[config.mk]
export PLATFORM = sky130hd
export DESIGN_NAME = command_line_router
export DESIGN_NICKNAME = d
export VERILOG_FILES = /design/src/cmdr_pkg.sv /design/src/command_line_router.sv
export SDC_FILE = /design/constraint.sdc
export NUM_CORES = 1
export LEC_CHECK = 0
export BUFFER_PORTS_ARGS = -buffer_cell sky130_fd_sc_hd__buf_2
export CAP_MARGIN = 5
export CORE_MARGIN = 2
export CORE_UTILIZATION = 65
export CTS_CLUSTER_DIAMETER = 30
export CTS_CLUSTER_SIZE = 14
export DETAILED_ROUTE_END_ITERATION = 12
export GPL_TIMING_DRIVEN = 0
export PLACE_DENSITY_LB_ADDON = 0.12
export SYNTH_ARGS = -nofsm -noshare
export SYNTH_HDL_FRONTEND = slang
export SYNTH_SLANG_ARGS = --single-unit
[constraint.sdc]
create_clock -name clk_i -period 5.4 [get_ports clk_i]
set_input_delay 1.08 -clock clk_i [delete_from_list [all_inputs] [get_ports clk_i]]
set_output_delay 1.08 -clock clk_i [all_outputs]
set_load 0.05 [all_outputs]
[src/cmdr_pkg.sv]
// cmdr_pkg: shared types, limits and keyword tables for the command line router
// depends on nothing; imported by command_line_router
package cmdr_pkg;

  localparam int NUM_BOARDS      = 12;
  localparam int NUM_CONTROLLERS = 6;
  localparam int LEN_W           = 16;
  localparam logic [LEN_W-1:0] LEN_MAX = '1;

  // verdict codes
  typedef enum logic [2:0] {
    RK_LOCAL   = 3'd0,
    RK_BOARD   = 3'd1,
    RK_CTRL    = 3'd2,
    RK_BCAST   = 3'd3,
    RK_INVALID = 3'd4
  } route_kind_e;

  typedef enum logic [1:0] {
    ERR_NONE  = 2'd0,
    ERR_BOARD = 2'd1,
    ERR_CTRL  = 2'd2
  } err_code_e;

  typedef enum logic [1:0] {
    TAG_BOTH   = 2'd0,
    TAG_FIRST  = 2'd1,
    TAG_SECOND = 2'd2
  } board_tag_e;

  // result word, lowest field last so it lands in the low bits
  typedef struct packed {
    logic             pad;
    err_code_e        error_code;
    logic [LEN_W-1:0] payload_length;
    logic [LEN_W-1:0] payload_start;
    logic             urgent;
    board_tag_e       board_tag;
    logic [2:0]       target_controller;
    logic [3:0]       target_board;
    route_kind_e      route_kind;
  } result_t;

  // urgent keywords
  localparam int NUM_URG = 3;
  localparam logic [1:0] URG_STOP    = 2'd0;
  localparam logic [1:0] URG_CANCEL  = 2'd1;
  localparam logic [1:0] URG_STOPALL = 2'd2;

  function automatic logic [3:0] urg_len(input logic [1:0] cand);
    logic [3:0] len;
    case (cand)
      URG_STOP:    len = 4'd4;
      URG_CANCEL:  len = 4'd6;
      URG_STOPALL: len = 4'd11;
      default:     len = 4'd0;
    endcase
    return len;
  endfunction

  function automatic logic [7:0] urg_char(input logic [1:0] cand, input logic [3:0] idx);
    logic [7:0] ch;
    ch = 8'h00;
    case (cand)
      URG_STOP: begin
        case (idx)
          4'd0:    ch = "s";
          4'd1:    ch = "t";
          4'd2:    ch = "o";
          4'd3:    ch = "p";
          default: ch = 8'h00;
        endcase
      end
      URG_CANCEL: begin
        case (idx)
          4'd0:    ch = "c";
          4'd1:    ch = "a";
          4'd2:    ch = "n";
          4'd3:    ch = "c";
          4'd4:    ch = "e";
          4'd5:    ch = "l";
          default: ch = 8'h00;
        endcase
      end
      URG_STOPALL: begin
        case (idx)
          4'd0:    ch = "@";
          4'd1:    ch = "0";
          4'd2:    ch = " ";
          4'd3:    ch = "s";
          4'd4:    ch = "t";
          4'd5:    ch = "o";
          4'd6:    ch = "p";
          4'd7:    ch = "_";
          4'd8:    ch = "a";
          4'd9:    ch = "l";
          4'd10:   ch = "l";
          default: ch = 8'h00;
        endcase
      end
      default: ch = 8'h00;
    endcase
    return ch;
  endfunction

endpackage

[src/command_line_router.sv]
// command_line_router: parses a command line word by word and issues one routing verdict
// depends on cmdr_pkg
// the verdict is valid on m_axis in the cycle after the end-of-line word is taken
// throughput: one input word per cycle; byte words are taken even while a verdict waits,
//   an end-of-line word waits only while the previous verdict is still held downstream
// the line parser and keyword matcher update in the same cycle a word is taken
// reset (rst_ni low, asynchronous): parser back at line start, no verdict pending
module command_line_router
  import cmdr_pkg::*;
(
  input  logic        clk_i,
  input  logic        rst_ni,
  input  logic        s_axis_tvalid_i,
  output logic        s_axis_tready_o,
  input  logic [7:0]  s_axis_tdata_i,   // [7:0] byte_value
  input  logic        s_axis_tuser_i,   // [0] kind (1 = end of line)
  output logic        m_axis_tvalid_o,
  input  logic        m_axis_tready_i,
  output logic [47:0] m_axis_tdata_o    // [2:0] route_kind, [6:3] target_board,
                                        // [9:7] target_controller, [11:10] board_tag,
                                        // [12] urgent, [28:13] payload_start,
                                        // [44:29] payload_length, [46:45] error_code
);

  // parser phases
  typedef enum logic [3:0] {
    PH_START, PH_M, PH_MC, PH_LOCAL, PH_BCAST, PH_INVALID,
    PH_ADDR_FIRST, PH_AT_ZERO, PH_DIGITS, PH_SPACE_SEEN, PH_PAYLOAD
  } phase_e;

  // which marker opened the address
  typedef enum logic [1:0] {
    RC_BOARD, RC_CTRL, RC_BCAST
  } rclass_e;

  localparam logic [7:0] CH_AT   = 8'h40;
  localparam logic [7:0] CH_HASH = 8'h23;
  localparam logic [7:0] CH_M    = 8'h6d;
  localparam logic [7:0] CH_C    = 8'h63;
  localparam logic [7:0] CH_US   = 8'h5f;
  localparam logic [7:0] CH_SP   = 8'h20;
  localparam logic [7:0] CH_TAB  = 8'h09;
  localparam logic [7:0] CH_0    = 8'h30;
  localparam logic [7:0] CH_1    = 8'h31;
  localparam logic [7:0] CH_9    = 8'h39;

  localparam logic [1:0] MAX_DIGITS = 2'd3;

  // parser state
  phase_e           phase_q, phase_d;
  rclass_e          rclass_q, rclass_d;
  logic [LEN_W-1:0] line_pos_q, line_pos_d;
  logic [LEN_W-1:0] pay_off_q, pay_off_d;
  logic [9:0]       addr_q, addr_d;
  logic [1:0]       digits_q, digits_d;

  // keyword matcher state
  logic             urg_on_q, urg_on_d;     // past the leading blanks
  logic [3:0]       urg_idx_q, urg_idx_d;
  logic [2:0]       urg_cand_q, urg_cand_d;

  // result register
  logic             m_valid_q, m_valid_d;
  result_t          res_q, res_d;

  logic        take, take_byte, take_end;
  logic [7:0]  b;
  logic        is_digit, is_blank, space_hit, advanced, urg_hit;
  logic [12:0] addr_mac;
  logic [10:0] addr_inc;
  logic [3:0]  cand_len;

  assign s_axis_tready_o = m_axis_tready_i | ~m_valid_q | ~s_axis_tuser_i;
  assign take      = s_axis_tvalid_i & s_axis_tready_o;
  assign take_byte = take & ~s_axis_tuser_i;
  assign take_end  = take & s_axis_tuser_i;

  assign b        = s_axis_tdata_i;
  assign is_digit = (b >= CH_0) && (b <= CH_9);
  assign is_blank = (b == CH_SP) || (b == CH_TAB);
  // address accumulate: addr * 10 + digit
  assign addr_mac = {addr_q, 3'b000} + {2'b00, addr_q, 1'b0} + {9'd0, b[3:0]};
  assign addr_inc = {1'b0, addr_q} + 11'd1;

  // space after the address digits opens the payload and restarts keyword matching
  assign space_hit = (phase_q == PH_DIGITS) && !(is_digit && digits_q < MAX_DIGITS) &&
                     (b == CH_SP);

  // keyword verdict from the current matcher state
  always_comb begin
    urg_hit = 1'b0;
    for (int c = 0; c < NUM_URG; c++) begin
      if (urg_cand_q[c] && urg_idx_q == urg_len(2'(c))) urg_hit = 1'b1;
    end
    urg_hit = urg_hit & urg_on_q;
  end

  always_comb begin
    phase_d    = phase_q;
    rclass_d   = rclass_q;
    line_pos_d = line_pos_q;
    pay_off_d  = pay_off_q;
    addr_d     = addr_q;
    digits_d   = digits_q;
    urg_on_d   = urg_on_q;
    urg_idx_d  = urg_idx_q;
    urg_cand_d = urg_cand_q;
    advanced   = 1'b0;
    cand_len   = 4'd0;
    res_d      = res_q;
    m_valid_d  = m_valid_q & ~m_axis_tready_i;

    if (take_byte) begin
      // line parser
      case (phase_q)
        PH_START: begin
          if (b == CH_AT) begin
            phase_d  = PH_ADDR_FIRST;
            rclass_d = RC_BOARD;
          end else if (b == CH_HASH) begin
            phase_d  = PH_ADDR_FIRST;
            rclass_d = RC_CTRL;
          end else if (b == CH_M) begin
            phase_d = PH_M;
          end else begin
            phase_d = PH_BCAST;
          end
        end
        PH_M:  phase_d = (b == CH_C) ? PH_MC : PH_BCAST;
        PH_MC: phase_d = (b == CH_US) ? PH_LOCAL : PH_BCAST;
        PH_ADDR_FIRST: begin
          if (b >= CH_1 && b <= CH_9) begin
            addr_d   = {6'd0, b[3:0]};
            digits_d = 2'd1;
            phase_d  = PH_DIGITS;
          end else if (b == CH_0 && rclass_q == RC_BOARD) begin
            phase_d = PH_AT_ZERO;
          end else begin
            phase_d = PH_INVALID;
          end
        end
        PH_AT_ZERO: begin
          if (b == CH_SP) begin
            phase_d  = PH_BCAST;
            rclass_d = RC_BCAST;
          end else begin
            phase_d = PH_INVALID;
          end
        end
        PH_DIGITS: begin
          if (is_digit && digits_q < MAX_DIGITS) begin
            addr_d   = addr_mac[9:0];
            digits_d = digits_q + 2'd1;
          end else if (b == CH_SP) begin
            pay_off_d = line_pos_q + LEN_W'(1);
            phase_d   = PH_SPACE_SEEN;
          end else begin
            phase_d = PH_INVALID;
          end
        end
        PH_SPACE_SEEN: phase_d = PH_PAYLOAD;
        default: ;
      endcase

      // keyword matcher, all candidates share one index
      if (space_hit) begin
        urg_on_d   = 1'b0;
        urg_idx_d  = '0;
        urg_cand_d = '1;
      end else if (urg_on_q || !is_blank) begin
        urg_on_d = 1'b1;
        for (int c = 0; c < NUM_URG; c++) begin
          cand_len = urg_len(2'(c));
          if (urg_cand_q[c]) begin
            if (urg_idx_q < cand_len && urg_char(2'(c), urg_idx_q) == b) begin
              advanced = 1'b1;
            end else if (!(urg_idx_q == cand_len && is_blank)) begin
              urg_cand_d[c] = 1'b0;
            end
          end
        end
        if (advanced && urg_idx_q != 4'hf) urg_idx_d = urg_idx_q + 4'd1;
      end

      if (line_pos_q != LEN_MAX) line_pos_d = line_pos_q + LEN_W'(1);
    end

    if (take_end) begin
      res_d = '0;
      res_d.route_kind = RK_INVALID;
      res_d.error_code = (rclass_q == RC_CTRL) ? ERR_CTRL : ERR_BOARD;
      case (phase_q)
        PH_LOCAL: begin
          res_d.route_kind = RK_LOCAL;
          res_d.error_code = ERR_NONE;
        end
        PH_START, PH_M, PH_MC, PH_BCAST: begin
          res_d.route_kind = RK_BCAST;
          res_d.error_code = ERR_NONE;
          res_d.urgent     = urg_hit;
        end
        PH_PAYLOAD: begin
          if (rclass_q == RC_BOARD && addr_q != '0 && addr_q <= 10'(NUM_BOARDS)) begin
            res_d.route_kind        = RK_BOARD;
            res_d.error_code        = ERR_NONE;
            res_d.target_board      = addr_q[3:0];
            res_d.target_controller = addr_inc[3:1];
            res_d.board_tag         = addr_q[0] ? TAG_FIRST : TAG_SECOND;
            res_d.urgent            = urg_hit;
            res_d.payload_start     = pay_off_q;
          end else if (rclass_q == RC_CTRL && addr_q != '0 &&
                       addr_q <= 10'(NUM_CONTROLLERS)) begin
            res_d.route_kind        = RK_CTRL;
            res_d.error_code        = ERR_NONE;
            res_d.target_controller = addr_q[2:0];
            res_d.urgent            = urg_hit;
            res_d.payload_start     = pay_off_q;
          end
        end
        default: ;
      endcase
      // a saturated count reports the maximum
      res_d.payload_length = (line_pos_q == LEN_MAX) ? LEN_MAX :
                             line_pos_q - res_d.payload_start;
      m_valid_d = 1'b1;

      // back to line start
      phase_d    = PH_START;
      rclass_d   = RC_BCAST;
      line_pos_d = '0;
      pay_off_d  = '0;
      addr_d     = '0;
      digits_d   = '0;
      urg_on_d   = 1'b0;
      urg_idx_d  = '0;
      urg_cand_d = '1;
    end
  end

  always_ff @(posedge clk_i or negedge rst_ni) begin
    if (!rst_ni) begin
      phase_q    <= PH_START;
      rclass_q   <= RC_BCAST;
      line_pos_q <= '0;
      pay_off_q  <= '0;
      addr_q     <= '0;
      digits_q   <= '0;
      urg_on_q   <= 1'b0;
      urg_idx_q  <= '0;
      urg_cand_q <= '1;
      m_valid_q  <= 1'b0;
      res_q      <= '0;
    end else begin
      phase_q    <= phase_d;
      rclass_q   <= rclass_d;
      line_pos_q <= line_pos_d;
      pay_off_q  <= pay_off_d;
      addr_q     <= addr_d;
      digits_q   <= digits_d;
      urg_on_q   <= urg_on_d;
      urg_idx_q  <= urg_idx_d;
      urg_cand_q <= urg_cand_d;
      m_valid_q  <= m_valid_d;
      res_q      <= res_d;
    end
  end

  assign m_axis_tvalid_o = m_valid_q;
  assign m_axis_tdata_o  = res_q;

  // an end-of-line word always leaves a verdict pending
  a_end_gives_verdict: assert property (@(posedge clk_i) disable iff (!rst_ni)
    take_end |=> m_valid_q)
    else $error("no verdict after end of line");

  // an end-of-line word restarts the byte count
  a_end_clears_line: assert property (@(posedge clk_i) disable iff (!rst_ni)
    take_end |=> (line_pos_q == '0 && phase_q == PH_START))
    else $error("parser not back at line start");

  // error code set exactly for invalid verdicts
  a_err_iff_invalid: assert property (@(posedge clk_i) disable iff (!rst_ni)
    m_valid_q |-> ((res_q.error_code != ERR_NONE) == (res_q.route_kind == RK_INVALID)))
    else $error("error code and route kind disagree");

  // board fields only on board routes
  a_board_fields: assert property (@(posedge clk_i) disable iff (!rst_ni)
    (m_valid_q && res_q.route_kind != RK_BOARD) |->
      (res_q.target_board == '0 && res_q.board_tag == TAG_BOTH))
    else $error("board fields set on a non-board route");

endmodule
==> flow_summary.json <==
{
  "areaGrowthSynthToFinish_pct": 10.2,
  "row_count": 37,
  "syn_inst": 793,
  "cts_buffer_depth": 2,
  "startpoint_type": "flip-flop",
  "ir_worst_vdd_v": 0.000235,
  "synth.distinct_cells": 83,
  "p_leak_nw": 3.45,
  "ys_async_sr_fraction_pct": 100,
  "hold_buffers": 0,
  "combPwrFrac_pct": 39.4,
  "io_buffers": 61,
  "htree_levels": 3,
  "worstMarginPinSlew_ns": 0.711,
  "gr-usage-met3_pct": 5.21,
  "grt_max_degree": 54,
  "drt_iter0_markers": 500,
  "synth.most_common_cell": "nand2_1",
  "hold_viol": 0,
  "path_max_fanout": 10,
  "antenna_left": 0,
  "intPower_mw": 1.44,
  "top_usage_layer": "met2",
  "holdWs_ns": 0.485,
  "initial_core_util_pct": 67.2,
  "synth_edf_count": 0,
  "via_count": 6387,
  "grt_setup_unrepaired": "no",
  "synthesis.yosys.warnings": 0,
  "track_usage_pct": 33.0,
  "fin_setup_tns_ns": 0,
  "slew_headroom_pct": 52.6,
  "clk_latency_ns": 0.40,
  "gp_congestion": 0.908,
  "dieArea_um2": 11600,
  "clkTransAtPathRegs_ns": 0.10,
  "grt-ovfl-total": 0,
  "synth_top_area_cell": "dfrtp_1",
  "drt-vias-per-instance": 6.34,
  "grt_use_met2_pct": 53.4,
  "slew_viol_final": 0,
  "power.switching_mw": 1.05,
  "seqPwrFrac_pct": 39.8,
  "finalCritPeriodShare_pct": 82.7,
  "use_met1_pct": 45.0,
  "io_pins": 63,
  "synth_top_area_share_pct": 36.3,
  "cts-resized-gates": 0,
  "antenna_found_initial": 0,
  "worst_ep_arrival_time_ns": 4.72,
  "cellPowerDensity_nw_per_um2": 324,
  "synth_ff_type": "dfrtp_1",
  "final-setup-viol-count": 0,
  "ys_seq_area_share_pct": 37.8,
  "rr_worst_depth": 15,
  "tritoncts": "built",
  "hold_depth": 2,
  "grt_first_pass_wirelength_mm": 30.1,
  "swShare_pct": 42.1,
  "die_w_um": 108,
  "wl_per_cell_um": 18.3,
  "nNetsFinal": 921,
  "regToRegSetupSlack_ns": 0.93,
  "syn_avg_cell_area_um2": 8.79,
  "critPathKind": "flip-flop to flip-flop",
  "drive_gt1_share_pct": 14.4,
  "netlist_area_um2": 6970,
  "synth.ff_latch_count": 105,
  "dp_hpwl_mm": 13.5,
  "drt_pass1_iterations": 5,
  "cts-buffers-inserted": 9,
  "nFillCells": 798,
  "syn_nets": 848,
  "grt_pass1_vias": 6246,
  "cts-root-buf": "clkbuf_8",
  "fin_skew_ns": 0.0218,
  "core_area_um2": 10400,
  "synth_area_leaders": "dfrtp_1 (36%), ha_1 (7.0%), nand2_1 (6.5%), xor2_1 (3.9%), nor2_1 (3.6%)",
  "post-cts-setup-buffers": 0,
  "max_freq_mhz": 224,
  "synth_commonest_cells": "nand2_1 (121), dfrtp_1 (101), nor2_1 (66), o21ai_0 (41), ha_1 (39)",
  "p_clk_share_pct": 20.7,
  "worstPathRequired_ns": 5.65,
  "drc": 0,
  "status": "completed",
  "clkSinkCount": 105,
  "floorplan.die.height_um": 108,
  "critPathCaptureType": "flip-flop",
  "antenna_cells": 0,
  "cap_violations": 0,
  "period_needed_ns": 4.47,
  "finalWirelength_mm": 18.4,
  "hold_class": "flip-flop to flip-flop"
}
-- layout by cell type, fill, tap and decap left out, drive strengths merged, types with 22 or more instances in the layout --
cell type  count
nand2        121
dfrtp        101
buf           81
nor2          67
o21ai         55
clkbuf        40
ha            39
a21oi         35
xor2          31
nand3         25
o31ai         22
nor3          22
-- layer usage --
metal  up-vias  routed length (um)
met5         -                   0
met4         0                 484
met3        45                1130
met2       242                8700
met1      3139                8110
li1       2961                   -
-- path summary, 6_finish.rpt --
kind / end / start
worst max-delay path: m_axis_tdata_o[42]$_DFFE_PN0P_ / addr_q[0]$_DFFE_PN0P_
worst min-delay path: pay_off_q[0]$_DFFE_PN0P_ / pay_off_q[0]$_DFFE_PN0P_
max in group asynchronous: urg_cand_q[1]$_DFFE_PN1P_ / rst_ni
worst max register to register: m_axis_tdata_o[42]$_DFFE_PN0P_ / addr_q[0]$_DFFE_PN0P_
worst min register to register: pay_off_q[0]$_DFFE_PN0P_ / pay_off_q[0]$_DFFE_PN0P_
min in group asynchronous: addr_q[6]$_DFFE_PN0P_ / rst_ni
-- critical path: stages (launching register included) --
cell,delay (ns)
dfrtp_1,0.54
inv_1,0.11
ha_1,0.24
nor2b_1,0.14
or4_1,0.58
a21boi_4,0.37
buf_2,0.32
nand2_1,0.11
ha_1,0.35
a21oi_1,0.31
nand2_1,0.12
o21bai_1,0.29
a21boi_0,0.22
o21ai_0,0.32
xor2_1,0.22
a21oi_1,0.09
-- per-stage QoR --
stage               util, %  std cells  power [mW]  setup WS, ns  area [um^2]
detailed placement     72.1        991        1.97          1.01         7470
floorplan                 -        793        1.73          1.86         6970
global route           74.0       1007        2.61         0.682         7680
finish                 74.0       1007        2.49         0.932         7680
CTS                    74.0       1007        2.48         0.992         7680
global placement       71.8        990        1.93          1.17         7440
-- layout make-up --
cell class              count  area (um^2)  area share (%)
plain buffers              49          233            3.03
inverters                  19         71.3           0.929
well taps                 136          170            2.22
clock inverters             6         78.8            1.03
clock buffers              10          128            1.66
flip-flops and latches    105         2630            34.3
repair buffers             62          335            4.37
multi-input cells         620         4030            52.5
-- power by group through the flow --
stage                     Combinational [mW]  Clock (mW)  Sequential, mW
after floorplan                        0.525           0            1.20
after global placement                 0.936           0           0.998
after detailed placement               0.963           0            1.00
after CTS                              0.973       0.516           0.989
after global routing                    1.06       0.545            1.00
final                                  0.983       0.516           0.993
-- cells by family after synthesis --
| logic type | share of synthesized area [%] |
|---|---|
| fa+ha+maj | 7.87 |
| mux | 1.67 |
| xor+xnor | 6.54 |
| flops | 37.8 |
| simple gates | 23.3 |
| other cells | 0.0538 |
| buf+inv | 4.36 |
| compound gates | 18.5 |
-- sequential cells by signal, indices dropped and copies added, names as in the netlist --
signal and flops:
m_axis_tdata_o 46, line_pos_q 16, pay_off_q 16, addr_q 10, phase_q 4, urg_idx_q 4, urg_cand_q 3, digits_q 2
rclass_q 2, m_axis_tvalid_o 1, urg_on_q 1
Note: power is estimated with default switching activity, not from simulation.
